$ cat src/sv/md5_pkg.sv
// ----------------------------------------------------------------------------
// md5_pkg: shared types and constants of the MD5 stream hasher
// Sequencer states, the padding progress code and the fixed MD5 tables.
// ----------------------------------------------------------------------------
package md5_pkg;

  typedef enum logic [2:0] {
    S_IDLE,
    S_ROUND,
    S_FOLD,
    S_PAD,
    S_LEN,
    S_OUT
  } state_t;

  // Where the finishing sequence of a message stands.
  typedef enum logic [1:0] {
    FIN_NONE,
    FIN_EXTRA,
    FIN_LAST
  } fin_t;

  localparam logic [31:0] INIT_A = 32'h67452301;
  localparam logic [31:0] INIT_B = 32'hefcdab89;
  localparam logic [31:0] INIT_C = 32'h98badcfe;
  localparam logic [31:0] INIT_D = 32'h10325476;

  localparam logic [7:0]  PAD_BYTE     = 8'h80;
  localparam logic [5:0]  LAST_POS     = 6'd63;
  localparam logic [5:0]  LAST_ROUND   = 6'd63;
  localparam logic [1:0]  LAST_IDX     = 2'd3;
  localparam logic [2:0]  LEN_ROW      = 3'd7;   // byte positions 56..63
  localparam logic [3:0]  LEN_LO_WORD  = 4'd14;
  localparam logic [3:0]  LEN_HI_WORD  = 4'd15;

  localparam logic [31:0] ROUND_K [64] = '{
    32'hd76aa478, 32'he8c7b756, 32'h242070db, 32'hc1bdceee,
    32'hf57c0faf, 32'h4787c62a, 32'ha8304613, 32'hfd469501,
    32'h698098d8, 32'h8b44f7af, 32'hffff5bb1, 32'h895cd7be,
    32'h6b901122, 32'hfd987193, 32'ha679438e, 32'h49b40821,
    32'hf61e2562, 32'hc040b340, 32'h265e5a51, 32'he9b6c7aa,
    32'hd62f105d, 32'h02441453, 32'hd8a1e681, 32'he7d3fbc8,
    32'h21e1cde6, 32'hc33707d6, 32'hf4d50d87, 32'h455a14ed,
    32'ha9e3e905, 32'hfcefa3f8, 32'h676f02d9, 32'h8d2a4c8a,
    32'hfffa3942, 32'h8771f681, 32'h6d9d6122, 32'hfde5380c,
    32'ha4beea44, 32'h4bdecfa9, 32'hf6bb4b60, 32'hbebfbc70,
    32'h289b7ec6, 32'heaa127fa, 32'hd4ef3085, 32'h04881d05,
    32'hd9d4d039, 32'he6db99e5, 32'h1fa27cf8, 32'hc4ac5665,
    32'hf4292244, 32'h432aff97, 32'hab9423a7, 32'hfc93a039,
    32'h655b59c3, 32'h8f0ccc92, 32'hffeff47d, 32'h85845dd1,
    32'h6fa87e4f, 32'hfe2ce6e0, 32'ha3014314, 32'h4e0811a1,
    32'hf7537e82, 32'hbd3af235, 32'h2ad7d2bb, 32'heb86d391
  };

  localparam logic [4:0] ROT_AMT [16] = '{
    5'd7, 5'd12, 5'd17, 5'd22, 5'd5, 5'd9, 5'd14, 5'd20,
    5'd4, 5'd11, 5'd16, 5'd23, 5'd6, 5'd10, 5'd15, 5'd21
  };

  // Rotate left by 1..31.
  function automatic logic [31:0] rotl32(input logic [31:0] x, input logic [4:0] n);
    logic [5:0] rs;
    rs = 6'd32 - {1'b0, n};
    return (x << n) | (x >> rs);
  endfunction

  // Mask that keeps the bytes below byte lane n of a word.
  function automatic logic [31:0] low_mask(input logic [1:0] n);
    logic [31:0] m;
    case (n)
      2'd0:    m = 32'h0000_0000;
      2'd1:    m = 32'h0000_00ff;
      2'd2:    m = 32'h0000_ffff;
      2'd3:    m = 32'h00ff_ffff;
      default: m = 32'h0000_0000;
    endcase
    return m;
  endfunction

endpackage

$ cat src/sv/md5_stream_hasher.sv
// ----------------------------------------------------------------------------
// md5_stream_hasher: MD5 digest over a byte stream
// Packs message bytes into a 16-word block, runs the 64-round compression
// through one shared round unit, pads on message end and emits the digest.
// ----------------------------------------------------------------------------
//
//   Channel  Handshake            Payload
//   -------  -------------------  ------------------------------------------
//   input    in_valid / in_ready  data_byte, byte_present, message_end
//   output   out_valid/out_ready  digest_word, word_index, last_word
//
// An ordinary byte item is stored in the block buffer. The item with the 64th
// byte of a block also starts a compression: loading the working words, 64
// rounds through the single round unit (one round per cycle), and a fold into
// the chaining words. A message end adds a padding step, a 64-round compression
// and a fold, plus a length block with its own compression and fold when the
// tail held 56 or more bytes, then four digest words. No byte is taken during a
// compression, so the one-round-per-cycle loop sets the rate on long messages.
// Reset (synchronous, active high) loads the standard initial value and clears
// the bit counter; the block buffer is not cleared. in_ready is low from the
// cycle after an item starts a compression or a finish until the last digest
// word is taken; a stalled out_ready simply holds the current digest word.
module md5_stream_hasher
  import md5_pkg::*;
(
  input  logic        clk,
  input  logic        rst,
  input  logic        in_valid,
  output logic        in_ready,
  input  logic [7:0]  data_byte,
  input  logic        byte_present,
  input  logic        message_end,
  output logic        out_valid,
  input  logic        out_ready,
  output logic [31:0] digest_word,
  output logic [1:0]  word_index,
  output logic        last_word
);

  // Sequencer state.
  state_t      state, state_next;
  fin_t        fin;
  logic        pend_end;
  logic [5:0]  rnd;
  logic [1:0]  idx;

  // Message state.
  logic [63:0] message_bits;
  logic [31:0] chain [4];
  logic [31:0] block [16];

  // Working words of the round unit.
  logic [31:0] wa, wb, wc, wd;

  // Control decoded from the state.
  logic in_acc;
  logic start_round;
  logic out_acc;

  // Byte position of the next free byte in the block.
  logic [5:0] pos;
  assign pos    = message_bits[8:3];
  assign in_acc = in_valid && in_ready;
  assign out_acc = out_valid && out_ready;

  // --------------------------------------------------------------------------
  // Next state.
  // --------------------------------------------------------------------------
  always_comb begin
    state_next = state;
    case (state)
      S_IDLE: begin
        if (in_acc) begin
          if (byte_present && pos == LAST_POS) begin
            state_next = S_ROUND;
          end else if (message_end) begin
            state_next = S_PAD;
          end
        end
      end
      S_ROUND: begin
        if (rnd == LAST_ROUND) begin
          state_next = S_FOLD;
        end
      end
      S_FOLD: begin
        if (!pend_end) begin
          state_next = S_IDLE;
        end else begin
          case (fin)
            FIN_NONE:  state_next = S_PAD;
            FIN_EXTRA: state_next = S_LEN;
            FIN_LAST:  state_next = S_OUT;
            default:   state_next = S_IDLE;
          endcase
        end
      end
      S_PAD:   state_next = S_ROUND;
      S_LEN:   state_next = S_ROUND;
      S_OUT: begin
        if (out_acc && idx == LAST_IDX) begin
          state_next = S_IDLE;
        end
      end
      default: state_next = S_IDLE;
    endcase
  end

  // --------------------------------------------------------------------------
  // Outputs of the sequencer.
  // --------------------------------------------------------------------------
  always_comb begin
    in_ready    = 1'b0;
    out_valid   = 1'b0;
    start_round = 1'b0;
    case (state)
      S_IDLE: begin
        in_ready    = 1'b1;
        start_round = in_acc && byte_present && pos == LAST_POS;
      end
      S_PAD:   start_round = 1'b1;
      S_LEN:   start_round = 1'b1;
      S_OUT:   out_valid   = 1'b1;
      default: begin
        in_ready = 1'b0;
      end
    endcase
  end

  assign digest_word = chain[idx];
  assign word_index  = idx;
  assign last_word   = (idx == LAST_IDX);

  // --------------------------------------------------------------------------
  // Round unit: one MD5 round per cycle over the working words.
  // --------------------------------------------------------------------------
  logic [1:0]  phase;
  logic [3:0]  g;
  logic [31:0] f;
  logic [31:0] t;
  logic [31:0] nb;

  assign phase = rnd[5:4];

  always_comb begin
    case (phase)
      2'd0: begin
        f = (wb & wc) | (~wb & wd);
        g = rnd[3:0];
      end
      2'd1: begin
        f = (wb & wd) | (wc & ~wd);
        g = rnd[3:0] * 4'd5 + 4'd1;
      end
      2'd2: begin
        f = wb ^ wc ^ wd;
        g = rnd[3:0] * 4'd3 + 4'd5;
      end
      default: begin
        f = wc ^ (wb | ~wd);
        g = rnd[3:0] * 4'd7;
      end
    endcase
    t  = wa + f + block[g] + ROUND_K[rnd];
    nb = wb + rotl32(t, ROT_AMT[{phase, rnd[1:0]}]);
  end

  // --------------------------------------------------------------------------
  // Padding of the last block: 0x80 at the next free byte, zeros after it,
  // and the length in the top two words when they are free.
  // --------------------------------------------------------------------------
  logic [31:0] pad_word [16];
  logic        len_fits;

  assign len_fits = (pos[5:3] != LEN_ROW);

  always_comb begin
    for (int w = 0; w < 16; w++) begin
      if (4'(w) > pos[5:2]) begin
        pad_word[w] = 32'h0;
      end else if (4'(w) == pos[5:2]) begin
        pad_word[w] = (block[w] & low_mask(pos[1:0]))
                    | ({24'h0, PAD_BYTE} << {pos[1:0], 3'b000});
      end else begin
        pad_word[w] = block[w];
      end
    end
    if (len_fits) begin
      pad_word[LEN_LO_WORD] = message_bits[31:0];
      pad_word[LEN_HI_WORD] = message_bits[63:32];
    end
  end

  // --------------------------------------------------------------------------
  // Control registers.
  // --------------------------------------------------------------------------
  always_ff @(posedge clk) begin
    if (rst) begin
      state        <= S_IDLE;
      fin          <= FIN_NONE;
      pend_end     <= 1'b0;
      rnd          <= '0;
      idx          <= '0;
      message_bits <= '0;
      chain[0]     <= INIT_A;
      chain[1]     <= INIT_B;
      chain[2]     <= INIT_C;
      chain[3]     <= INIT_D;
    end else begin
      state <= state_next;
      case (state)
        S_IDLE: begin
          if (in_acc) begin
            pend_end <= message_end;
            fin      <= FIN_NONE;
            if (byte_present) begin
              message_bits <= message_bits + 64'd8;
            end
          end
        end
        S_ROUND: rnd <= rnd + 6'd1;
        S_FOLD: begin
          chain[0] <= chain[0] + wa;
          chain[1] <= chain[1] + wb;
          chain[2] <= chain[2] + wc;
          chain[3] <= chain[3] + wd;
        end
        S_PAD:   fin <= len_fits ? FIN_LAST : FIN_EXTRA;
        S_LEN:   fin <= FIN_LAST;
        S_OUT: begin
          if (out_acc) begin
            idx <= idx + 2'd1;
            if (idx == LAST_IDX) begin
              pend_end     <= 1'b0;
              fin          <= FIN_NONE;
              message_bits <= '0;
              chain[0]     <= INIT_A;
              chain[1]     <= INIT_B;
              chain[2]     <= INIT_C;
              chain[3]     <= INIT_D;
            end
          end
        end
        default: begin
          rnd <= '0;
        end
      endcase
    end
  end

  // --------------------------------------------------------------------------
  // Payload registers: block buffer and working words.
  // --------------------------------------------------------------------------
  always_ff @(posedge clk) begin
    case (state)
      S_IDLE: begin
        if (in_acc && byte_present) begin
          block[pos[5:2]][{pos[1:0], 3'b000} +: 8] <= data_byte;
        end
      end
      S_PAD: begin
        for (int w = 0; w < 16; w++) begin
          block[w] <= pad_word[w];
        end
      end
      S_LEN: begin
        for (int w = 0; w < 16; w++) begin
          if (4'(w) == LEN_LO_WORD) begin
            block[w] <= message_bits[31:0];
          end else if (4'(w) == LEN_HI_WORD) begin
            block[w] <= message_bits[63:32];
          end else begin
            block[w] <= 32'h0;
          end
        end
      end
      default: begin
        block[0] <= block[0];
      end
    endcase

    if (start_round) begin
      wa <= chain[0];
      wb <= chain[1];
      wc <= chain[2];
      wd <= chain[3];
    end else if (state == S_ROUND) begin
      wa <= wd;
      wb <= nb;
      wc <= wb;
      wd <= wc;
    end
  end

  // --------------------------------------------------------------------------
  // Assertions.
  // --------------------------------------------------------------------------
  a_ready_vs_out: assert property (@(posedge clk) disable iff (rst)
    !(in_ready && out_valid))
    else $error("input ready while a digest word is offered");

  a_round_count_idle: assert property (@(posedge clk) disable iff (rst)
    (state != S_ROUND) |-> (rnd == '0))
    else $error("round counter left running outside the round loop");

  a_out_only_final: assert property (@(posedge clk) disable iff (rst)
    out_valid |-> (fin == FIN_LAST && pend_end))
    else $error("digest offered before the length block was compressed");

  a_back_to_idle: assert property (@(posedge clk) disable iff (rst)
    (out_acc && last_word) |=> (in_ready && message_bits == '0))
    else $error("block did not return to idle after the last digest word");

  a_len_stable: assert property (@(posedge clk) disable iff (rst)
    (state == S_ROUND && $past(state) == S_ROUND) |-> $stable(message_bits))
    else $error("bit counter changed during compression");

endmodule
$ cat config.mk
export PLATFORM = sky130hd
export DESIGN_NAME = md5_stream_hasher
export DESIGN_NICKNAME = d
export VERILOG_FILES = /design/src/sv/md5_pkg.sv /design/src/sv/md5_stream_hasher.sv
export SDC_FILE = /design/constraint.sdc
export NUM_CORES = 2
export LEC_CHECK = 0
export ABC_AREA = 1
export BUFFER_PORTS_ARGS = -buffer_cell sky130_fd_sc_hd__buf_2
export CORE_MARGIN = 10
export CORE_UTILIZATION = 25
export CTS_BUF_LIST = sky130_fd_sc_hd__clkbuf_4
export DETAILED_ROUTE_END_ITERATION = 10
export PLACE_DENSITY = 0.46
export SLEW_MARGIN = 0
export SYNTH_ARGS = -nofsm -noshare
export SYNTH_HDL_FRONTEND = slang
export SYNTH_SLANG_ARGS = --single-unit
$ cat constraint.sdc
create_clock -name clk -period 18 [get_ports clk]
set_input_delay 3.6 -clock clk [delete_from_list [all_inputs] [get_ports clk]]
set_output_delay 3.6 -clock clk [all_outputs]
set_load 0.005 [all_outputs]
# Word level (Yosys, flattened, before mapping)
# Memories as Yosys holds them, arrays and structs flattened. A register that Yosys moved wholly into a read port is not among the register bits.
# Index checks and enable logic that the tools add are counted.
[op_classes] n_addsub=15 multipliers=3 n_div=0 magnitude_cmp=18 eq_ne=38 shifts=5 n_mux=154 bitwise_logic=72 n_reduce_logical=23
[op_table] op="$mux W32" n=102
[op_table] op="$and A32 B32 Y32" n=20
[op_table] op="$or A32 B32 Y32" n=20
[op_table] op="$mux W64" n=5
[op_table] op="$add A32 B32 Y32" n=8
[op_table] op="$pmux W32 S4" n=1
[op_table] op="$pmux W64 S2" n=1
[op_table] op="$pmux W32 S3" n=1
[op_table] op="$xor A32 B32 Y32" n=3
[op_table] op="$add A64 B4 Y64 const B" n=1
[op_table] op="$not A32 Y32" n=2
[op_table] op="$eq A4 B4 Y1 const A" n=8
[op_table] op="$gt A4 B4 Y1 const A" n=8
[op_table] op="$reduce_or A32 Y1" n=1
[op_table] op="$shift A8 B7 Y32 const A" n=1
[op_table] op="$shiftx A8 B7 Y32" n=1
[op_table] op="$shl A32 B5 Y32" n=1
[op_table] op="$shl A8 B5 Y32 const A" n=1
[op_table] op="$shr A32 B6 Y32" n=1
[op_table] op="$or A1 B1 Y1" n=25
[op_table] op="$mux W1" n=22
[op_table] op="$mux W3" n=6
[op_table] op="$eq A3 B4 Y1 const A" n=4
[op_table] op="$gt A3 B4 Y1 const A" n=4
[op_table] op="45 further kinds" n=81
[word_totals] reg_bits=206 latchBits=0 ram_bits=640 romBits=2128 in_bits=14 out_inout_bits=37 word_cells=342 memories=4
[memory_table] name="(name not given)" words=64 word_bits=32 rd=1 rd_clocked_by_memory_dff=0 write_ports=0 line_no="md5_stream_hasher.sv:164" text="t = wa + f + block[g] + ROUND_K[rnd];"
[memory_table] name="block" words=16 word_bits=32 rd=17 rd_clocked_by_memory_dff=0 write_ports=16 line_no="md5_stream_hasher.sv:50" text="logic [31:0] block [16];"
[memory_table] name="chain" words=4 word_bits=32 rd=5 rd_clocked_by_memory_dff=1 write_ports=4 line_no="md5_stream_hasher.sv:49" text="logic [31:0] chain [4];"
[memory_table] name="(name not given)" words=16 word_bits=5 rd=1 rd_clocked_by_memory_dff=0 write_ports=0 line_no="md5_stream_hasher.sv:165" text="nb = wb + rotl32(t, ROT_AMT[{phase, rnd[1:0]}]);"

# Logic depth before layout (Yosys ltp)
[logic_depth] ltp_word=12 depth_mapped=58 mapped_depth_nobuf=55

# Worst setup path after synthesis
# No wires, ideal clock.
[synth_timing] kind="register to register" startpoint="reg state[0]" endpoint="reg wa[0], enable pin" setup_time_ns=0.792 t_arrival_ns=9.426 required_time_ns=17.208 slack_ns=7.782 stages_incl_launch_ff=3 path_buffers=0 period_less_slack_ns=10.218 path_cell_list="dfxtp_1 -> nand2_1 -> o21ai_0"
[synth_between] elab_chain_cells=7 elab_cells_between_ends=11 cone_classes="eq/ne: 3; mux: 2; reduce/logical: 6"
[synth_lines] element="start, declared" line_no="md5_stream_hasher.sv:41" text="state_t state, state_next;"
[synth_lines] element="start signal, assigned" line_no="md5_stream_hasher.sv:210" text="state <= state_next;"
[synth_lines] element="$logic_not A3 Y1" line_no="md5_stream_hasher.sv:116" text="case (state)"
[synth_lines] element="$mux W1" line_no="md5_stream_hasher.sv:116"
[synth_lines] element="$logic_and A1 B1 Y1" line_no="md5_stream_hasher.sv:63" text="assign in_acc = in_valid && in_ready;"
[synth_lines] element="$logic_and A1 B1 Y1 (2 in series)" line_no="md5_stream_hasher.sv:119" text="start_round = in_acc && byte_present && pos == LAST_POS;"
[synth_lines] element="$pmux W1 S2" line_no="md5_stream_hasher.sv:116"
[synth_lines] element="$reduce_bool A2 Y1 (no source line) (*)"
[synth_lines] element="end signal, assigned" line_no="md5_stream_hasher.sv:283" text="wa <= chain[0];"
[synth_lines] element="end signal, assigned" line_no="md5_stream_hasher.sv:288" text="wa <= wd;"
[synth_lines] element="end, declared" line_no="md5_stream_hasher.sv:53" text="logic [31:0] wa, wb, wc, wd;"
# Mark *: on every way between the ends. The rest lies on a longest branch, timed or not.
# A chain may end at the register's enable or synchronous reset.

# Worst setup path after layout
[layout_timing] startpoint="reg rnd[4]" endpoint="reg wb[31], data pin"
[layout_between] elab_chain_cells=10 elab_cells_between_ends=24 cone_classes="add/sub: 5; eq/ne: 2; shift: 2; mux: 8; bitwise: 3; reduce/logical: 1; memory: 3"
[layout_lines] element="start, declared" line_no="md5_stream_hasher.sv:44" text="logic [5:0] rnd;"
[layout_lines] element="start signal, assigned" line_no="md5_stream_hasher.sv:221" text="S_ROUND: rnd <= rnd + 6'd1;"
[layout_lines] element="$eq A2 B2 Y1 (tied with other cells)" line_no="md5_stream_hasher.sv:146" text="case (phase)"
[layout_lines] element="$pmux W32 S3 (tied with other cells)" line_no="md5_stream_hasher.sv:146"
[layout_lines] element="$add A32 B32 Y32 (tied with other cells) (2 in series)" line_no="md5_stream_hasher.sv:164"
[layout_lines] element="$add A32 B32 Y32 or $sub A6 B5 Y6 (tied branches)" line_no="md5_stream_hasher.sv:164, md5_pkg.sv:63"
[layout_lines] element="$shr A32 B6 Y32 or $shl A32 B5 Y32 (tied branches)" line_no="md5_pkg.sv:64" text="return (x << n) | (x >> rs);"
[layout_lines] element="$or A32 B32 Y32 (*)" line_no="md5_pkg.sv:64"
[layout_lines] element="$add A32 B32 Y32 (*)" line_no="md5_stream_hasher.sv:165"
[layout_lines] element="$mux W32 (*)" line_no="md5_stream_hasher.sv:287" text="end else if (state == S_ROUND) begin"
[layout_lines] element="$mux W32 (*)" line_no="md5_stream_hasher.sv:282" text="if (start_round) begin"
[layout_lines] element="end signal, assigned" line_no="md5_stream_hasher.sv:284" text="wb <= chain[1];"
[layout_lines] element="end signal, assigned" line_no="md5_stream_hasher.sv:289" text="wb <= nb;"
[layout_lines] element="end, declared" line_no="md5_stream_hasher.sv:53"
# Mark *: on every way between the ends. The rest lies on a longest branch, timed or not. The select of a mux whose other input is x is not followed.

==> results_dict.tcl <==
set metrics [dict create \
    crit_slowest_cell "dfxtp_1" \
    crit_top_cell "nand2_1" \
    rsz0062_at_grt "false" \
    area_growth_syn_to_layout_pct 12.0 \
    wl_mm 281 \
    dieArea_um2 251000 \
    netlist_instances 8048 \
    die_x_um 501 \
    grt_pass1_wl_mm 403 \
    cts_tree "built" \
    wl_per_cell_um 24.8 \
    final_util 0.281 \
    post_dp_cell_area_um2 61300 \
    slew_viol_final 0 \
    vias 60800 \
    max_freq_ghz 0.0819 \
    fin_hold_ws_ns 0.453 \
    yosys.cell_types.count 70 \
    grt_usage 0.214 \
    die_h_um 501 \
    reg2reg_from "rnd[4]" \
    post-cts-setup-buffers 0 \
    period_share 0.678 \
    ioPinCount 51 \
    holdPathStages 1 \
    r2r_setup_slack_ns 5.80 \
    fin_nets 8402 \
    holdCritStartpoint "message_bits[36]" \
    status "complete, no violations" \
    cts_resized 0 \
    fillers 25200 \
    drive_gt1_frac 0.0878 \
    maxSlewHeadroom 0.0885 \
    r2r-end "wb[31]" \
    ant_nets 0 \
    tightest_slew_ns 1.36 \
    core_um2 230000 \
    netlist_area_um2 57800 \
    ctsHtreeMaxLevel 5 \
    arrival_ns 13.18 \
    hold_end "message_bits[36]" \
    synthArstFlopShare 0 \
    clockBufferDepth 4 \
    grt_pass1_vias 57100 \
    numPortBuffers 50 \
    hold_path.class "register to register" \
    multiInputGateArea_um2 31800 \
    regArea_um2 21100 \
    fin_area_um2 64700 \
    final_common_cell "nand2_1" \
    mostFrequentLayoutCells "1632 x nand2_1, 885 x inv_1, 837 x o21ai_0" \
    post-route-min-period_ns 12.20 \
    cts.sink_count 845 \
    required_ns 18.98 \
    synth_edf_count 416 \
    ys_ff_latch 845 \
    via_per_inst 5.38 \
    drt_iter0_drc 6955 \
    antenna_found_initial 12 \
    max_cap_viol_count 0 \
    fin_setup_tns_ns 0 \
    cp-end-kind "register" \
    setup_viol 0 \
    synth_nets 8355 \
    drc_errors 0 \
    hold_violations 0 \
    synth_ff_type "dfxtp_1" \
    synth_warnings 0 \
    dp_hpwl_mm 207 \
    path_max_fanout 114 \
    num_rows 176 \
    clock_latency_ns 1.41 \
    cp-start-kind "register" \
    critical_path_class "register to register" \
    dr.pass1.iters 8 \
    ys_seq_area_frac 0.365 \
    hold_buffers 0 \
    reg2regPathDepth 44 \
    cts_buffers 279 \
    finalClockSkew_ns 0.217 \
    synth.avg_cell_area_um2 7.18 \
    gp_congestion 1.00 \
    clockRootBuffer "clkbuf_4" \
    start_util 0.251 \
    path_clk_slew_ns 0.07 \
    grt_max_degree 158 \
    grt-ovfl-total 0 \
    cpPeakStageDelay_ns 0.77 \
]
[through the flow]
stage	std cells	setup WS, ns
2_1_floorplan	8048	7.78
3_3_place_gp	10800	5.93
3_5_place_dp	10800	6.01
4_1_cts	11300	5.96
5_1_grt	11300	5.09
6_report	11300	5.80
[critical path, delay by kind of cell (launching register included)]
kind / cells / cell delay [ns]
AND/OR/NAND/NOR: 22 / 4.53
AO/OA/AOI/OAI: 10 / 2.62
buffers and inverters: 8 / 2.09
adder cells (fa/ha/maj): 4 / 1.80
flip-flops: 1 / 0.77
[sequential cells by signal (all words and copies together), names as in the netlist, named ones only]
signal / flops
wc: 32
block: 512
rnd: 6
word_index: 2
state: 3
wa: 32
message_bits: 61
wd: 32
chain: 128
fin: 2
wb: 32
pend_end: 1
[kinds of logic (layout without fill, tap and decap cells)]
group | Yosys count | in the layout | share of synthesized area
XOR/XNOR | 65 | 65 | 0.00985
other | 0 | 5 | 0
flip-flops | 845 | 845 | 0.365
AO/OA/AOI/OAI | 2361 | 2361 | 0.234
multiplexers | 1 | 1 | 0.000173
adder cells (fa/ha/maj) | 293 | 293 | 0.0727
AND/OR/NAND/NOR | 3160 | 3160 | 0.231
buffers and inverters | 1323 | 1555 | 0.0872
[cell usage after synthesis, types with 34 or more instances]
cell,number,share of area
nand2_1,1638,0.11
inv_1,888,0.058
o21ai_0,840,0.073
a21oi_1,791,0.068
nor2_1,644,0.042
nand3_1,576,0.050
dfxtp_1,429,0.15
edfxtp_1,416,0.22
clkbuf_1,320,0.021
ha_1,222,0.048
o211ai_1,170,0.022
o22ai_1,162,0.018
nor3_1,113,0.0098
o32ai_1,85,0.013
fa_1,71,0.025
nor4_1,45,0.0049
o21ai_1,45,0.0039
a31oi_1,43,0.0047
nand4_1,43,0.0047
buf_1,36,0.0023
buf_2,34,0.0029
or2_2,34,0.0037
[layer usage]
| metal | GRT usage | wire length (um) |
|---|---|---|
| met4 | 0.0804 | 10800 |
| met2 | 0.332 | 124000 |
| met1 | 0.296 | 125000 |
| met5 | 0 | 13 |
| met3 | 0.0358 | 21400 |
[how the worst max path moves through the flow]
| stage | start | to | slack (ns) | cells after the start |
|---|---|---|---|---|
| floorplan | state[0] | wa[0] | 7.78 | 2 |
| global placement | rnd[4] | wb[21] | 5.93 | 44 |
| detailed placement | rnd[4] | wb[21] | 6.01 | 44 |
| CTS | rnd[4] | wb[31] | 5.96 | 43 |
| global route | rnd[4] | wb[27] | 5.09 | 43 |
| finish | rnd[4] | wb[31] | 5.80 | 44 |
[area by class of cell]
| type | instances | share of cell area |
|---|---|---|
| Timing Repair Buffer | 163 | 0.0176 |
| Tap cell | 3026 | 0.0585 |
| Antenna cell | 5 | 0.000193 |
| Multi-Input combinational cell | 5880 | 0.492 |
| Clock buffer | 416 | 0.0483 |
| Inverter | 926 | 0.0540 |
| Clock inverter | 50 | 0.00379 |
| Sequential cell | 845 | 0.326 |
Power is not shown: default switching activity piles up to over one toggle a cycle in this logic, so the estimate is an artifact.
